==> config.mk <==
export PLATFORM = sky130hd
export DESIGN_NAME = three_channel_scalar_kalman_estimator_unit_flat
export DESIGN_NICKNAME = d
export VERILOG_FILES = /design/src/kfe_pkg.sv /design/src/kfe_if.sv /design/src/three_channel_scalar_kalman_estimator_unit.sv /design/src/kfe_smul.sv /design/src/kfe_sdiv.sv /design/src/kfe_exp.sv /design/src/flat_wrapper.sv
export SDC_FILE = /design/constraint.sdc
export NUM_CORES = 2
export LEC_CHECK = 0
export ABC_AREA = 1
export BUFFER_PORTS_ARGS = -buffer_cell sky130_fd_sc_hd__buf_4
export CAP_MARGIN = 20
export CORE_MARGIN = 3
export CORE_UTILIZATION = 36
export CTS_CLUSTER_SIZE = 24
export DETAILED_ROUTE_END_ITERATION = 10
export GPL_TIMING_DRIVEN = 0
export HOLD_SLACK_MARGIN = 0.12
export PLACE_DENSITY = 0.6
export SYNTH_ARGS = -nofsm -noshare
export SYNTH_HDL_FRONTEND = slang
export SYNTH_SLANG_ARGS = --single-unit
==> constraint.sdc <==
create_clock -name i_clk -period 16.6 [get_ports i_clk]
set_input_delay 4.98 -clock i_clk [delete_from_list [all_inputs] [get_ports i_clk]]
set_output_delay 4.98 -clock i_clk [all_outputs]
set_load 0.05 [all_outputs]
==> src/kfe_pkg.sv <==
`default_nettype none

package kfe_pkg;

    localparam int CAT_W   = 2;
    localparam int UNIT_W  = 17;
    localparam int VAL_W   = 24;
    localparam int TS_W    = 63;
    localparam int NOISE_W = 17;

    typedef enum logic [CAT_W-1:0] {
        CAT_NONE = 2'd0,
        CAT_NAV  = 2'd1,
        CAT_RISK = 2'd2,
        CAT_VOL  = 2'd3
    } t_category;

    // 3 * log2(e) in Q30
    localparam int                     EXP_SCALE_W = 33;
    localparam int                     EXP_Q       = 30;
    localparam logic [EXP_SCALE_W-1:0] EXP_SCALE   = 33'd4647246015;

    // 2^(k/16) in Q16, k = 0..16
    localparam int TBL_W      = 18;
    localparam int TBL_Q      = 16;
    localparam int TBL_IDX_W  = 4;
    localparam int TBL_STEP_W = 13;
    localparam logic [TBL_W-1:0] POW2_FRAC [0:16] = '{
        18'd65536,  18'd68438,  18'd71468,  18'd74632,
        18'd77936,  18'd81386,  18'd84990,  18'd88752,
        18'd92682,  18'd96785,  18'd101070, 18'd105545,
        18'd110218, 18'd115098, 18'd120193, 18'd125514,
        18'd131072
    };

    function automatic logic [VAL_W-1:0] sat_val(input logic [VAL_W:0] v);
        return v[VAL_W] ? {VAL_W{1'b1}} : v[VAL_W-1:0];
    endfunction

endpackage

`default_nettype wire

==> src/kfe_if.sv <==
`default_nettype none

interface kfe_obs_if;
    logic                         valid;
    logic                         ready;
    logic [kfe_pkg::CAT_W-1:0]    category;
    logic [kfe_pkg::UNIT_W-1:0]   reliability;
    logic [kfe_pkg::UNIT_W-1:0]   severity;
    logic                         has_volume_value;
    logic [kfe_pkg::VAL_W-1:0]    volume_value;
    logic [kfe_pkg::TS_W-1:0]     timestamp;

    modport source (
        output valid, category, reliability, severity, has_volume_value,
               volume_value, timestamp,
        input  ready
    );
    modport sink (
        input  valid, category, reliability, severity, has_volume_value,
               volume_value, timestamp,
        output ready
    );
endinterface

interface kfe_est_if;
    logic                         valid;
    logic                         ready;
    logic [kfe_pkg::VAL_W-1:0]    navigability_out;
    logic [kfe_pkg::VAL_W-1:0]    volume_out;
    logic [kfe_pkg::VAL_W-1:0]    risk_out;
    logic [kfe_pkg::VAL_W-1:0]    penalty_out;
    logic [kfe_pkg::TS_W-1:0]     stamp_out;

    modport source (
        output valid, navigability_out, volume_out, risk_out, penalty_out,
               stamp_out,
        input  ready
    );
    modport sink (
        input  valid, navigability_out, volume_out, risk_out, penalty_out,
               stamp_out,
        output ready
    );
endinterface

`default_nettype wire

==> src/three_channel_scalar_kalman_estimator_unit.sv <==
// Channel   Dir   Handshake        Payload
// i_obs     in    valid/ready      category, reliability, severity, volume, timestamp
// o_est     out   valid/ready      navigability, volume, risk, penalty, stamp
// apb       in    psel/penable     noise variance at byte address 0
//
// One observation at a time; i_obs.ready is high only while idle.
// A channel update runs the divider, then both multipliers side by side, FRACTION_BITS
// steps each, before o_est loads; an observation with no update skips all three.
// A positive overflow adds the 24-step exponential multiply.
// i_obs.ready is high again once the result loads; a stalled o_est holds the next
// result in the last step. Synchronous active-low reset, no clearing pass.
`default_nettype none

module three_channel_scalar_kalman_estimator_unit #(
    parameter int FRACTION_BITS = 16
) (
    input  logic        i_clk,
    input  logic        i_rst_n,
    kfe_obs_if.sink     i_obs,
    kfe_est_if.source   o_est,
    input  logic        psel,
    input  logic        penable,
    input  logic        pwrite,
    input  logic [2:0]  paddr,
    input  logic [31:0] pwdata,
    output logic [31:0] prdata,
    output logic        pready
);

    localparam int VW  = kfe_pkg::VAL_W;
    localparam int R_W = FRACTION_BITS + 2;

    localparam logic [VW-1:0] ONE        = VW'(2 ** FRACTION_BITS);
    localparam logic [VW-1:0] HALF       = VW'(2 ** (FRACTION_BITS - 1));
    localparam logic [VW-1:0] EPS        = VW'((2 ** FRACTION_BITS + 50) / 100);
    localparam logic [VW-1:0] RISK_LIMIT = VW'((2 ** FRACTION_BITS * 6 + 5) / 10);
    localparam logic          REG_NOISE  = 1'b0;
    localparam logic [kfe_pkg::NOISE_W-1:0] NOISE_RESET = 17'd655;

    typedef enum logic [3:0] {
        S_IDLE,
        S_NOISE,
        S_SEL,
        S_DIV,
        S_MUL,
        S_UPD,
        S_CAP,
        S_PEN,
        S_EXP,
        S_DONE
    } t_state;

    t_state r_state;

    logic [kfe_pkg::NOISE_W-1:0] r_noise;

    logic [VW-1:0] r_est_nav, r_est_vol, r_est_risk, r_pen;
    logic [VW-1:0] r_var_nav, r_var_vol, r_var_risk;

    logic          r_out_valid;
    logic [VW-1:0] r_out_nav, r_out_vol, r_out_risk, r_out_pen;
    logic [kfe_pkg::TS_W-1:0] r_out_ts;

    kfe_pkg::t_category          r_cat;
    logic [kfe_pkg::UNIT_W-1:0]  r_rel, r_sev;
    logic                        r_has_vol;
    logic [VW-1:0]               r_vol;
    logic [kfe_pkg::TS_W-1:0]    r_ts;
    logic [R_W-1:0]              r_r;
    logic [VW-1:0]               r_p, r_x, r_diff;
    logic                        r_up;

    logic [VW-1:0] n_var_nav, n_var_vol, n_var_risk;
    logic [VW-1:0] w_rel_c, w_sev_c;
    logic [VW-1:0] w_p, w_x, w_z;
    logic [VW:0]   w_den;
    logic          w_active;
    logic [VW-1:0] w_x_new, w_p_new, w_cap;

    logic                     w_div_done;
    logic [FRACTION_BITS-1:0] w_gain;
    logic                     w_mul_done;
    logic [VW-1:0]            w_var_hi, w_step_hi;
    logic                     w_var_sticky;
    logic                     w_exp_done;
    logic [VW-1:0]            w_exp;
    logic                     w_cfg_wr;

    // configuration
    assign pready   = 1'b1;
    assign w_cfg_wr = psel && penable && pwrite && pready && (paddr[2] == REG_NOISE);
    assign prdata   = (paddr[2] == REG_NOISE) ? 32'(r_noise) : '0;

    always_ff @(posedge i_clk) begin
        if (!i_rst_n) begin
            r_noise <= NOISE_RESET;
        end else if (w_cfg_wr) begin
            r_noise <= pwdata[kfe_pkg::NOISE_W-1:0];
        end
    end

    assign n_var_nav  = kfe_pkg::sat_val({1'b0, r_var_nav} + (VW+1)'(r_noise));
    assign n_var_vol  = kfe_pkg::sat_val({1'b0, r_var_vol} + (VW+1)'(r_noise));
    assign n_var_risk = kfe_pkg::sat_val({1'b0, r_var_risk} + (VW+1)'(r_noise));

    assign w_rel_c  = (VW'(r_rel) > ONE) ? ONE : VW'(r_rel);
    assign w_sev_c  = (VW'(r_sev) > ONE) ? ONE : VW'(r_sev);
    assign w_active = (r_cat == kfe_pkg::CAT_NAV) || (r_cat == kfe_pkg::CAT_RISK)
                   || ((r_cat == kfe_pkg::CAT_VOL) && r_has_vol);

    always_comb begin
        unique case (r_cat)
            kfe_pkg::CAT_NAV: begin
                w_p = r_var_nav;
                w_x = r_est_nav;
                w_z = ONE - w_sev_c;
            end
            kfe_pkg::CAT_RISK: begin
                w_p = r_var_risk;
                w_x = r_est_risk;
                w_z = w_sev_c;
            end
            kfe_pkg::CAT_VOL: begin
                w_p = r_var_vol;
                w_x = r_est_vol;
                w_z = r_vol;
            end
            kfe_pkg::CAT_NONE: begin
                w_p = r_var_nav;
                w_x = r_est_nav;
                w_z = r_est_nav;
            end
        endcase
    end

    assign w_den = {1'b0, w_p} + (VW+1)'(r_r);

    kfe_sdiv #(
        .Q_W (FRACTION_BITS),
        .N_W (VW),
        .D_W (VW + 1)
    ) u_div (
        .i_clk   (i_clk),
        .i_rst_n (i_rst_n),
        .i_start (r_state == S_SEL),
        .i_num   (w_p),
        .i_den   (w_den),
        .o_done  (w_div_done),
        .o_quo   (w_gain)
    );

    kfe_smul #(
        .A_W (VW),
        .B_W (FRACTION_BITS)
    ) u_mul_var (
        .i_clk    (i_clk),
        .i_rst_n  (i_rst_n),
        .i_start  (w_div_done),
        .i_a      (r_p),
        .i_b      (w_gain),
        .o_done   (w_mul_done),
        .o_hi     (w_var_hi),
        .o_sticky (w_var_sticky)
    );

    kfe_smul #(
        .A_W (VW),
        .B_W (FRACTION_BITS)
    ) u_mul_step (
        .i_clk    (i_clk),
        .i_rst_n  (i_rst_n),
        .i_start  (w_div_done),
        .i_a      (r_diff),
        .i_b      (w_gain),
        .o_done   (),
        .o_hi     (w_step_hi),
        .o_sticky ()
    );

    kfe_exp #(
        .FRAC_W (FRACTION_BITS)
    ) u_exp (
        .i_clk   (i_clk),
        .i_rst_n (i_rst_n),
        .i_start ((r_state == S_PEN) && (r_est_vol > r_est_nav)),
        .i_ov    (r_est_vol - r_est_nav),
        .o_done  (w_exp_done),
        .o_exp   (w_exp)
    );

    // p * (1 - K) = p - ceil(p * K)
    assign w_p_new = r_p - w_var_hi - VW'(w_var_sticky);
    assign w_x_new = r_up ? kfe_pkg::sat_val({1'b0, r_x} + {1'b0, w_step_hi})
                          : r_x - w_step_hi;
    assign w_cap   = (r_est_risk >= ONE) ? '0 : ONE - r_est_risk;

    // operand capture
    always_ff @(posedge i_clk) begin
        if (i_obs.valid && i_obs.ready) begin
            r_cat     <= kfe_pkg::t_category'(i_obs.category);
            r_rel     <= i_obs.reliability;
            r_sev     <= i_obs.severity;
            r_has_vol <= i_obs.has_volume_value;
            r_vol     <= i_obs.volume_value;
            r_ts      <= i_obs.timestamp;
        end
        if (r_state == S_NOISE) begin
            r_r <= R_W'(ONE - w_rel_c + EPS);
        end
        if (r_state == S_SEL) begin
            r_p    <= w_p;
            r_x    <= w_x;
            r_up   <= w_z >= w_x;
            r_diff <= (w_z >= w_x) ? w_z - w_x : w_x - w_z;
        end
    end

    always_ff @(posedge i_clk) begin
        if (!i_rst_n) begin
            r_state     <= S_IDLE;
            r_est_nav   <= ONE;
            r_est_vol   <= HALF;
            r_est_risk  <= '0;
            r_pen       <= ONE;
            r_var_nav   <= HALF;
            r_var_vol   <= HALF;
            r_var_risk  <= HALF;
            r_out_valid <= 1'b0;
        end else begin
            if (o_est.ready && (r_state != S_DONE)) begin
                r_out_valid <= 1'b0;
            end
            unique case (r_state)
                S_IDLE: begin
                    if (i_obs.valid) begin
                        r_state <= S_NOISE;
                    end
                end
                S_NOISE: begin
                    r_var_nav  <= n_var_nav;
                    r_var_vol  <= n_var_vol;
                    r_var_risk <= n_var_risk;
                    r_state    <= w_active ? S_SEL : S_PEN;
                end
                S_SEL: begin
                    r_state <= S_DIV;
                end
                S_DIV: begin
                    if (w_div_done) begin
                        r_state <= S_MUL;
                    end
                end
                S_MUL: begin
                    if (w_mul_done) begin
                        r_state <= S_UPD;
                    end
                end
                S_UPD: begin
                    unique case (r_cat)
                        kfe_pkg::CAT_NAV: begin
                            r_est_nav <= w_x_new;
                            r_var_nav <= w_p_new;
                        end
                        kfe_pkg::CAT_RISK: begin
                            r_est_risk <= w_x_new;
                            r_var_risk <= w_p_new;
                        end
                        kfe_pkg::CAT_VOL: begin
                            r_est_vol <= w_x_new;
                            r_var_vol <= w_p_new;
                        end
                        kfe_pkg::CAT_NONE: ;
                    endcase
                    r_state <= S_CAP;
                end
                S_CAP: begin
                    if (r_cat == kfe_pkg::CAT_RISK && r_est_risk > RISK_LIMIT
                        && r_est_nav > w_cap) begin
                        r_est_nav <= w_cap;
                    end
                    r_state <= S_PEN;
                end
                S_PEN: begin
                    if (r_est_vol > r_est_nav) begin
                        r_state <= S_EXP;
                    end else begin
                        r_pen   <= ONE;
                        r_state <= S_DONE;
                    end
                end
                S_EXP: begin
                    if (w_exp_done) begin
                        r_pen   <= kfe_pkg::sat_val({1'b0, ONE} + {1'b0, w_exp});
                        r_state <= S_DONE;
                    end
                end
                S_DONE: begin
                    if (!r_out_valid || o_est.ready) begin
                        r_out_valid <= 1'b1;
                        r_out_nav   <= r_est_nav;
                        r_out_vol   <= r_est_vol;
                        r_out_risk  <= r_est_risk;
                        r_out_pen   <= r_pen;
                        r_out_ts    <= r_ts;
                        r_state     <= S_IDLE;
                    end
                end
                default: begin
                    r_state <= S_IDLE;
                end
            endcase
        end
    end

    assign i_obs.ready = (r_state == S_IDLE);

    assign o_est.valid            = r_out_valid;
    assign o_est.navigability_out = r_out_nav;
    assign o_est.volume_out       = r_out_vol;
    assign o_est.risk_out         = r_out_risk;
    assign o_est.penalty_out      = r_out_pen;
    assign o_est.stamp_out        = r_out_ts;

endmodule

`default_nettype wire

==> src/kfe_smul.sv <==
`default_nettype none

module kfe_smul #(
    parameter int A_W = 24,
    parameter int B_W = 16
) (
    input  logic           i_clk,
    input  logic           i_rst_n,
    input  logic           i_start,
    input  logic [A_W-1:0] i_a,
    input  logic [B_W-1:0] i_b,
    output logic           o_done,
    output logic [A_W-1:0] o_hi,
    output logic           o_sticky
);

    localparam int CNT_W = $clog2(B_W + 1);

    logic             r_busy;
    logic             r_done;
    logic [CNT_W-1:0] r_cnt;
    logic [A_W-1:0]   r_a;
    logic [A_W-1:0]   r_hi;
    logic [B_W-1:0]   r_b;
    logic             r_sticky;
    logic [A_W:0]     w_sum;

    assign w_sum = {1'b0, r_hi} + (r_b[0] ? {1'b0, r_a} : '0);

    always_ff @(posedge i_clk) begin
        if (!i_rst_n) begin
            r_busy <= 1'b0;
            r_done <= 1'b0;
            r_cnt  <= '0;
        end else begin
            r_done <= 1'b0;
            if (i_start) begin
                r_busy <= 1'b1;
                r_cnt  <= CNT_W'(B_W);
            end else if (r_busy) begin
                r_cnt <= r_cnt - 1'b1;
                if (r_cnt == CNT_W'(1)) begin
                    r_busy <= 1'b0;
                    r_done <= 1'b1;
                end
            end
        end
    end

    // shift the low product bits out, keep their OR
    always_ff @(posedge i_clk) begin
        if (i_start) begin
            r_a      <= i_a;
            r_b      <= i_b;
            r_hi     <= '0;
            r_sticky <= 1'b0;
        end else if (r_busy) begin
            r_hi     <= w_sum[A_W:1];
            r_sticky <= r_sticky | w_sum[0];
            r_b      <= r_b >> 1;
        end
    end

    assign o_done   = r_done;
    assign o_hi     = r_hi;
    assign o_sticky = r_sticky;

endmodule

`default_nettype wire

==> src/kfe_sdiv.sv <==
`default_nettype none

module kfe_sdiv #(
    parameter int Q_W = 16,
    parameter int N_W = 24,
    parameter int D_W = 25
) (
    input  logic           i_clk,
    input  logic           i_rst_n,
    input  logic           i_start,
    input  logic [N_W-1:0] i_num,
    input  logic [D_W-1:0] i_den,
    output logic           o_done,
    output logic [Q_W-1:0] o_quo
);

    localparam int CNT_W = $clog2(Q_W + 1);

    logic             r_busy;
    logic             r_done;
    logic [CNT_W-1:0] r_cnt;
    logic [D_W-1:0]   r_rem;
    logic [D_W-1:0]   r_den;
    logic [Q_W-1:0]   r_q;
    logic [D_W:0]     w_shift;
    logic [D_W:0]     w_diff;
    logic             w_ge;

    assign w_shift = {r_rem, 1'b0};
    assign w_ge    = w_shift >= {1'b0, r_den};
    assign w_diff  = w_shift - {1'b0, r_den};

    always_ff @(posedge i_clk) begin
        if (!i_rst_n) begin
            r_busy <= 1'b0;
            r_done <= 1'b0;
            r_cnt  <= '0;
        end else begin
            r_done <= 1'b0;
            if (i_start) begin
                r_busy <= 1'b1;
                r_cnt  <= CNT_W'(Q_W);
            end else if (r_busy) begin
                r_cnt <= r_cnt - 1'b1;
                if (r_cnt == CNT_W'(1)) begin
                    r_busy <= 1'b0;
                    r_done <= 1'b1;
                end
            end
        end
    end

    // restoring division, one quotient bit per cycle; numerator below divisor
    always_ff @(posedge i_clk) begin
        if (i_start) begin
            r_rem <= D_W'(i_num);
            r_den <= i_den;
            r_q   <= '0;
        end else if (r_busy) begin
            r_rem <= w_ge ? w_diff[D_W-1:0] : w_shift[D_W-1:0];
            r_q   <= {r_q[Q_W-2:0], w_ge};
        end
    end

    assign o_done = r_done;
    assign o_quo  = r_q;

endmodule

`default_nettype wire

==> src/kfe_exp.sv <==
`default_nettype none

module kfe_exp #(
    parameter int FRAC_W = 16
) (
    input  logic                        i_clk,
    input  logic                        i_rst_n,
    input  logic                        i_start,
    input  logic [kfe_pkg::VAL_W-1:0]   i_ov,
    output logic                        o_done,
    output logic [kfe_pkg::VAL_W-1:0]   o_exp
);

    localparam int VW     = kfe_pkg::VAL_W;
    localparam int SW     = kfe_pkg::EXP_SCALE_W;
    localparam int T_SH   = kfe_pkg::EXP_Q - VW;
    localparam int T_W    = SW - T_SH;
    localparam int N_W    = T_W - FRAC_W;
    localparam int SEG_W  = FRAC_W - kfe_pkg::TBL_IDX_W;
    localparam int PROD_W = kfe_pkg::TBL_STEP_W + SEG_W;
    localparam int TW     = kfe_pkg::TBL_W;
    localparam int XW     = TW + VW + FRAC_W;
    localparam int SH_W   = $clog2(VW + FRAC_W);

    logic                  w_mul_done;
    logic [SW-1:0]         w_mul_hi;
    logic [T_W-1:0]        w_t;
    logic [N_W-1:0]        w_n;
    logic [kfe_pkg::TBL_IDX_W-1:0] w_idx;
    logic [SEG_W-1:0]      w_rem;
    logic [TW-1:0]         w_lo;
    logic [TW-1:0]         w_hi;
    logic [kfe_pkg::TBL_STEP_W-1:0] w_step;
    logic [TW-1:0]         w_m;
    logic [SH_W-1:0]       w_sh;
    logic [XW-1:0]         w_wide;

    logic                  r_v1;
    logic                  r_done;
    logic [TW-1:0]         r_lo;
    logic [PROD_W-1:0]     r_prod;
    logic [4:0]            r_n;
    logic                  r_sat;
    logic [VW-1:0]         r_exp;

    kfe_smul #(
        .A_W (SW),
        .B_W (VW)
    ) u_mul (
        .i_clk    (i_clk),
        .i_rst_n  (i_rst_n),
        .i_start  (i_start),
        .i_a      (kfe_pkg::EXP_SCALE),
        .i_b      (i_ov),
        .o_done   (w_mul_done),
        .o_hi     (w_mul_hi),
        .o_sticky ()
    );

    assign w_t    = w_mul_hi[SW-1:T_SH];
    assign w_n    = w_t[T_W-1:FRAC_W];
    assign w_idx  = w_t[FRAC_W-1 -: kfe_pkg::TBL_IDX_W];
    assign w_rem  = w_t[SEG_W-1:0];
    assign w_lo   = kfe_pkg::POW2_FRAC[{1'b0, w_idx}];
    assign w_hi   = kfe_pkg::POW2_FRAC[{1'b0, w_idx} + 5'd1];
    assign w_step = kfe_pkg::TBL_STEP_W'(w_hi - w_lo);

    assign w_m    = r_lo + TW'(r_prod >> SEG_W);
    assign w_sh   = SH_W'(r_n) + SH_W'(FRAC_W);
    assign w_wide = (XW'(w_m) << w_sh) >> kfe_pkg::TBL_Q;

    always_ff @(posedge i_clk) begin
        if (!i_rst_n) begin
            r_v1   <= 1'b0;
            r_done <= 1'b0;
        end else begin
            r_v1   <= w_mul_done;
            r_done <= r_v1;
        end
    end

    always_ff @(posedge i_clk) begin
        if (w_mul_done) begin
            r_lo   <= w_lo;
            r_prod <= PROD_W'(w_step * w_rem);
            r_n    <= w_n[4:0];
            r_sat  <= w_n >= N_W'(VW);
        end
        if (r_v1) begin
            if (r_sat || w_wide > XW'({VW{1'b1}})) begin
                r_exp <= {VW{1'b1}};
            end else begin
                r_exp <= w_wide[VW-1:0];
            end
        end
    end

    assign o_done = r_done;
    assign o_exp  = r_exp;

endmodule

`default_nettype wire

==> src/flat_wrapper.sv <==
// flat-port wrapper written by rule: the top's interface ports become plain ports
module three_channel_scalar_kalman_estimator_unit_flat 
#(
    parameter int FRACTION_BITS = 16
)
  (i_clk, i_rst_n, psel, penable, pwrite, paddr, pwdata, prdata, pready, i_obs_valid, i_obs_category, i_obs_reliability, i_obs_severity, i_obs_has_volume_value, i_obs_volume_value, i_obs_timestamp, i_obs_ready, o_est_valid, o_est_navigability_out, o_est_volume_out, o_est_risk_out, o_est_penalty_out, o_est_stamp_out, o_est_ready);
  kfe_obs_if i_obs_i ();
  kfe_est_if o_est_i ();
  input  logic i_clk;
  input  logic i_rst_n;
  input  logic psel;
  input  logic penable;
  input  logic pwrite;
  input  logic [2:0] paddr;
  input  logic [31:0] pwdata;
  output logic [31:0] prdata;
  output logic pready;
  input wire logic [$bits(i_obs_i.valid)-1:0] i_obs_valid;
  input wire logic [$bits(i_obs_i.category)-1:0] i_obs_category;
  input wire logic [$bits(i_obs_i.reliability)-1:0] i_obs_reliability;
  input wire logic [$bits(i_obs_i.severity)-1:0] i_obs_severity;
  input wire logic [$bits(i_obs_i.has_volume_value)-1:0] i_obs_has_volume_value;
  input wire logic [$bits(i_obs_i.volume_value)-1:0] i_obs_volume_value;
  input wire logic [$bits(i_obs_i.timestamp)-1:0] i_obs_timestamp;
  output wire logic [$bits(i_obs_i.ready)-1:0] i_obs_ready;
  output wire logic [$bits(o_est_i.valid)-1:0] o_est_valid;
  output wire logic [$bits(o_est_i.navigability_out)-1:0] o_est_navigability_out;
  output wire logic [$bits(o_est_i.volume_out)-1:0] o_est_volume_out;
  output wire logic [$bits(o_est_i.risk_out)-1:0] o_est_risk_out;
  output wire logic [$bits(o_est_i.penalty_out)-1:0] o_est_penalty_out;
  output wire logic [$bits(o_est_i.stamp_out)-1:0] o_est_stamp_out;
  input wire logic [$bits(o_est_i.ready)-1:0] o_est_ready;
  assign i_obs_i.valid = i_obs_valid;
  assign i_obs_i.category = i_obs_category;
  assign i_obs_i.reliability = i_obs_reliability;
  assign i_obs_i.severity = i_obs_severity;
  assign i_obs_i.has_volume_value = i_obs_has_volume_value;
  assign i_obs_i.volume_value = i_obs_volume_value;
  assign i_obs_i.timestamp = i_obs_timestamp;
  assign i_obs_ready = i_obs_i.ready;
  assign o_est_valid = o_est_i.valid;
  assign o_est_navigability_out = o_est_i.navigability_out;
  assign o_est_volume_out = o_est_i.volume_out;
  assign o_est_risk_out = o_est_i.risk_out;
  assign o_est_penalty_out = o_est_i.penalty_out;
  assign o_est_stamp_out = o_est_i.stamp_out;
  assign o_est_i.ready = o_est_ready;
  three_channel_scalar_kalman_estimator_unit #(.FRACTION_BITS(FRACTION_BITS)) u_core (.i_clk(i_clk), .i_rst_n(i_rst_n), .i_obs(i_obs_i), .o_est(o_est_i), .psel(psel), .penable(penable), .pwrite(pwrite), .paddr(paddr), .pwdata(pwdata), .prdata(prdata), .pready(pready));
endmodule
### Word-level counts from Yosys, hierarchy flattened

Memory sizes are Yosys's and may differ from the RTL's.
Index checks and enable logic that the tools add are counted.

* memories kept: 2
* logic and storage cells: 255
* output and inout port bits: 194
* input port bits: 166
* register bits: 918
* memory bits (read-only): 1152

Memory list
* (no name shown): words 32, bits a word 18, read ports 1, clocked after memory_dff 0, write ports 0, line kfe_exp.sv:65 `assign w_hi = kfe_pkg::POW2_FRAC[{1'b0, w_idx} + 5'd1];`
* (no name shown): words 32, bits a word 18, read ports 1, clocked after memory_dff 0, write ports 0, line kfe_exp.sv:64 `assign w_lo = kfe_pkg::POW2_FRAC[{1'b0, w_idx}];`

* reductions and logical operators: 39
* mux-type cells: 76
* equality and inequality tests: 27
* add/subtract/negate cells: 28
* multiply operators: 1
* $lt $le $gt $ge: 12
* bitwise logic cells: 8
* shift operators: 1

Operators by type and width (count)
* $mux 24: 21
* $pmux 24 s2: 5
* $pmux 24 s3: 2
* $sub 24x24->24: 5
* $pmux 24 s4: 1
* $add 24x17->25: 3
* $mux 16: 4
* $shl 18x6->58: 1
* $mux 17: 3
* $add 24x25->25: 2
* $gt 24x24->1: 2
* $sub 17x24->24 const A: 2
* $gt 42x24->1 const B: 1
* $mux 5: 8
* $pmux 4 s10: 1
* $mux 18: 2
* $add 33x34->34: 1
* $gt 17x17->1 const B: 2
* $mux 33: 1
* $ge 26x25->1: 1
* $mux 13: 2
* $add 17x24->25 const A: 1
* $add 24x18->25: 1
* $add 24x24->25: 1
* 44 further kinds: 119

### Logic depth before layout (Yosys ltp)

* depth after elaboration: 7
* mapped depth: 43
* mapped depth without buffers: 43

### By module

A second synthesis with hierarchy kept.

* cell total of the unflattened synthesis: 9235
* area total of the unflattened synthesis: 68051.5 µm²

By module, submodules not included
* three_channel_scalar_kalman_estimator_unit: cells each 4888, seq. area each 15034.4 µm², area an instance 37400.9 µm², times used 1
* kfe_exp: cells each 1409, seq. area each 1811.7 µm², area an instance 10410.0 µm², times used 1
* kfe_smul (u_core.u_mul_step ...): cells each 640, seq. area each 1841.8 µm², area an instance 4460.5 µm², times used 2
* kfe_smul (u_core.u_exp.u_mul): cells each 926, seq. area each 2532.4 µm², area an instance 6269.8 µm², times used 1
* kfe_sdiv: cells each 732, seq. area each 1951.9 µm², area an instance 5049.8 µm², times used 1

### Worst setup path before layout

No wires, ideal clock.

* path type: input to register
* from: in i_rst_n
* to: reg u_core.r_out_nav[0] (netlist: u_core.o_est.navigability_out[0]) (enable)
* setup time: 0.872 ns
* path slack: -0.344 ns
* stages on the path: 3
* path buffers: 1
* data required time: 15.728 ns
* arrival: 16.072 ns
* path through: clkinv_1 > clkbuf_1 > nor3_1

* word-level cells in the longest chain between the ends: 1

Ends and longest elaborated chain
* start: declaration: line flat_wrapper.sv:10 `input logic i_rst_n;`
* $reduce_and 3->1 (no source line)
* end signal: assignment: line three_channel_scalar_kalman_estimator_unit.sv:300 `r_out_nav <= r_est_nav;`
* end: declaration: line three_channel_scalar_kalman_estimator_unit.sv:61 `logic [VW-1:0] r_out_nav, r_out_vol, r_out_risk, r_out_pen;`

Every way passes these cells.
A chain may end at the register's enable or synchronous reset.

### Worst setup path in the final report

* from: in paddr[2]
* to: out prdata[13]

* word-level cells in the longest chain between the ends: 1

Ends and longest elaborated chain
* start: declaration: line flat_wrapper.sv:14 `input logic [2:0] paddr;`
* $mux 17: line three_channel_scalar_kalman_estimator_unit.sv:92 `assign prdata = (paddr[2] == REG_NOISE) ? 32'(r_noise) : '0;`
* end: declaration: line flat_wrapper.sv:16 `output logic [31:0] prdata;`

Every way passes these cells.

==> results.txt <==
* Syn Inst Count: about 7,200
- Based on the critical path, the design can be clocked at up to just under 90 MHz.
* Chip height: 412 um
- Endpoint type of the worst setup path: primary output
- The tool flagged a number of max-cap violations equal to 0.
* Delay contributed by the slowest stage of the critical path: 0.53 ns
- After detailed placement, the total cell area comes to around 65,000 sq um.
* Worst hold slack across all endpoints: between 0.4 and 0.5 ns
* Root Buffer Master: sky130_fd_sc_hd__clkbuf_16
- RSZ-0062 raised after global routing: no
* Via count: roughly 52,000
- Number of distinct library cells after synthesis: 73
- A synthesized cell averages around 8 sq um.
- In the final layout, the share of cells above drive strength 1 is 8.85%.
- The final layout contains routed wiring with a total length of 195,000 um.
* Area of the mapped netlist: 59,400 sq um
- For this configuration, the core starts out at a cell density of between 30% and 40%.
- Type of the most critical hold path: register to register
- The worst setup path is launched from an input port.
- CTS built an H-tree with a depth of 3.
- Setup-failing EPs final: 0
- In the finished design, the share of the clock period the worst path needs comes to between 60% and 70%.
- At the later pin of the worst-skew pair, clock insertion delay measures around 0.74 ns.
- The most used flip-flop cell after synthesis is sky130_fd_sc_hd__edfxtp_1.
* Synth cell count leaders: sky130_fd_sc_hd__nand2_1 (1,428), sky130_fd_sc_hd__inv_1 (1,089), sky130_fd_sc_hd__o21ai_0 (613)
- Counting along the longest clock path gives a buffer depth of 3.
* Core Box Area: 163,000 sq um
- The total count of max-transition violations in the final report was 0.
- Input and output buffers added on the ports amount to 325.
- Total half-perimeter wirelength after legalization and detailed placement: 158,000 um
* Top area cells in the synthesized netlist: sky130_fd_sc_hd__edfxtp_1 (30%), sky130_fd_sc_hd__dfxtp_1 (11%), sky130_fd_sc_hd__ha_1 (9.6%), sky130_fd_sc_hd__nand2_1 (9.0%), sky130_fd_sc_hd__inv_1 (6.9%)
- Post-CTS Resized: 0
- Clock sink total: between 900 and 1,000
- The multi-input combinational cells in the finished layout cover a total of a little over 30,000 sq um.
- Global-route congestion overflow total: 0
* Hold-fix buffers, CTS: 0
* Share of synthesized registers carrying an async set or reset: 0%
- For the pin with the worst max-slew slack, the measured transition is between 1 and 1.5 ns.
* Width of the chip: 412 um
- For this run, the number of Yosys warnings is 0.
- Of the synthesized area, sequential elements account for around two fifths.
* Pin count of the biggest net entering global routing: 65
- Post-route antenna net violation count: 0
- Yosys reg bits: about 900
* Remaining routing DRC violations: 0
* TritonCTS clock tree: built
- Clock buffer count from CTS: just over 100
* Design Area, Final: 68,700 sq um
* Data required, critical path: roughly 12 ns
- First DRT Iteration DRCs: roughly 4,600
- Global-route wire length before repair: between 200,000 and 300,000 um
- In the routed layout, each cell is associated on average with a via count of 5.18.
* Floorplan row count: roughly 150
* Final weighted congestion in routability-driven placement: between 0.9 and 1
- After clock tree synthesis, the clock-pin slew on the worst setup and hold paths is ~0.06 ns.
* Count leader, synth: sky130_fd_sc_hd__nand2_1
- Of all nets on the critical path, the largest fanout is 10.
- The via count of the first global-routing pass was ~50,000.
- After the last flow step, the layout net total stands at between 8,000 and 9,000.
- Boundary pin count: 360
- The run finished with clean final reports.
* Floorplan die area: about 170,000 sq um
* Clock skew after layout: slightly below 0.04 ns
- The first detailed-routing pass took 6 iterations.
- Filler instances: ~16,000
* Final period demand of the worst path: 11.31 ns
* Library cell with the largest summed area after synthesis: sky130_fd_sc_hd__edfxtp_1
- The initial antenna violation count came to 26.
* Synth top area share: 29.6%
* DR WL/cell: 19.5 um
- Traced cell by cell, the critical path runs through clkbuf_1, buf_1, nor2_1, buf_4.
* Worst path arrival time: ~6.3 ns
- Sequential Area: between 20,000 and 25,000 sq um
- By startpoint and endpoint, the worst setup path is classified as input port to primary output.
- The largest individual stage delay along the critical path comes from the cell sky130_fd_sc_hd__buf_1.
- Final hold violations: 0
* Area added between synthesis and finish: 15.5%
* EDFF count, synth: 586
* Slew Limit Headroom: 24.9%
* All-Layer GR Usage: 22.4%
- Adding up every negative setup slack in the final design gives 0 ns.
- Number of buffers added for setup after CTS: 0
==> critical path, delay by kind of cell <==
family                 cells  cell delay (ns)
and+or+nand+nor            1             0.16
buffers and inverters      3             1.18
==> stage by stage <==
stage / instances / util (%) / setup WS (ns)
final: 9988 / 42.0 / 5.29
after global routing: 9983 / 42.0 / 5.05
after CTS: 9982 / 42.0 / 5.10
after detailed placement: 9791 / 39.9 / 5.11
after global placement: 9760 / 39.6 / -3.04
after floorplan: 7260 / - / 2.47
==> final cells by class <==
type | instances | area share [%]
Inverter | 1109 | 6.06
Antenna cell | 5 | 0.0182
Tap cell | 2175 | 3.96
Sequential cell | 904 | 34.9
Buffer | 238 | 1.59
Timing Repair Buffer | 357 | 4.24
Clock inverter | 63 | 1.05
Clock buffer | 128 | 4.00
Multi-Input combinational cell | 5009 | 44.2
==> logic make-up (layout without fill, tap and decap cells) <==
group,count (synthesis),count (layout),share of synthesized area (%)
AOI/OAI and AO/OA,1646,1646,15.5
buffers and inverters,1347,1895,8.83
and+or+nand+nor,2502,2502,17.7
adders and majority gates,582,582,13.8
DFF,904,904,40.3
xor gates and xnor gates,248,248,3.65
other,2,29,0.0126
muxes,7,7,0.118
==> routing by layer <==
metal,global-route usage [%],part of all wire [%],vias up
li1,-,-,25200
met1,31.0,44,24300
met2,34.9,44,1846
met3,4.43,8.5,296
met4,7.21,3.4,16
met5,0,0.059,-
==> placed cells by master, fill, tap and decap left out, types with 16 or more instances in the layout <==
cell type,synthesis,routed
sky130_fd_sc_hd__a21o_1,23,23
sky130_fd_sc_hd__a21oi_1,599,599
sky130_fd_sc_hd__a221oi_1,16,16
sky130_fd_sc_hd__a22oi_1,36,36
sky130_fd_sc_hd__a31oi_1,94,94
sky130_fd_sc_hd__buf_1,18,18
sky130_fd_sc_hd__buf_2,43,44
sky130_fd_sc_hd__buf_4,21,348
sky130_fd_sc_hd__clkbuf_1,149,163
sky130_fd_sc_hd__clkbuf_16,0,104
sky130_fd_sc_hd__clkinv_1,14,24
sky130_fd_sc_hd__conb_1,2,24
sky130_fd_sc_hd__dfxtp_1,318,316
sky130_fd_sc_hd__edfxtp_1,586,586
sky130_fd_sc_hd__fa_1,126,126
sky130_fd_sc_hd__ha_1,456,456
sky130_fd_sc_hd__inv_1,1089,1089
sky130_fd_sc_hd__nand2_1,1428,1428
sky130_fd_sc_hd__nand3_1,307,307
sky130_fd_sc_hd__nand3_2,38,38
sky130_fd_sc_hd__nand4_1,49,49
sky130_fd_sc_hd__nor2_1,501,499
sky130_fd_sc_hd__nor3_1,78,76
sky130_fd_sc_hd__nor4_1,33,33
sky130_fd_sc_hd__o211ai_1,50,50
sky130_fd_sc_hd__o21a_1,23,23
sky130_fd_sc_hd__o21ai_0,613,613
sky130_fd_sc_hd__o21bai_1,34,34
sky130_fd_sc_hd__o22ai_1,38,38
sky130_fd_sc_hd__or2_2,21,21
sky130_fd_sc_hd__xnor2_1,76,76
sky130_fd_sc_hd__xor2_1,172,172
==> worst paths after layout <==
kind,slack [ns],startpoint,to,depth (start not counted)
worst max-delay path,5.29,paddr[2],prdata[13],4
worst min-delay path,0.41,u_core.r_ts[55],u_core.o_est.stamp_out[55],0
worst max register to register,7.16,u_core.u_exp.u_mul.o_hi[18],u_core.u_exp.r_prod[22],33
worst min register to register,0.41,u_core.r_ts[55],u_core.o_est.stamp_out[55],0
==> flip-flops by register name, indices dropped and copies added, names as in the netlist, 25 cells and up <==
signal and count:
u_core.o_est.stamp_out 63, u_core.u_exp.u_mul.o_hi 33, u_core.u_div.r_rem 25, u_core.r_ts 63
u_core.u_div.r_den 25
Power is not shown: default switching activity piles up to over one toggle a cycle in this logic, so the estimate is an artifact.
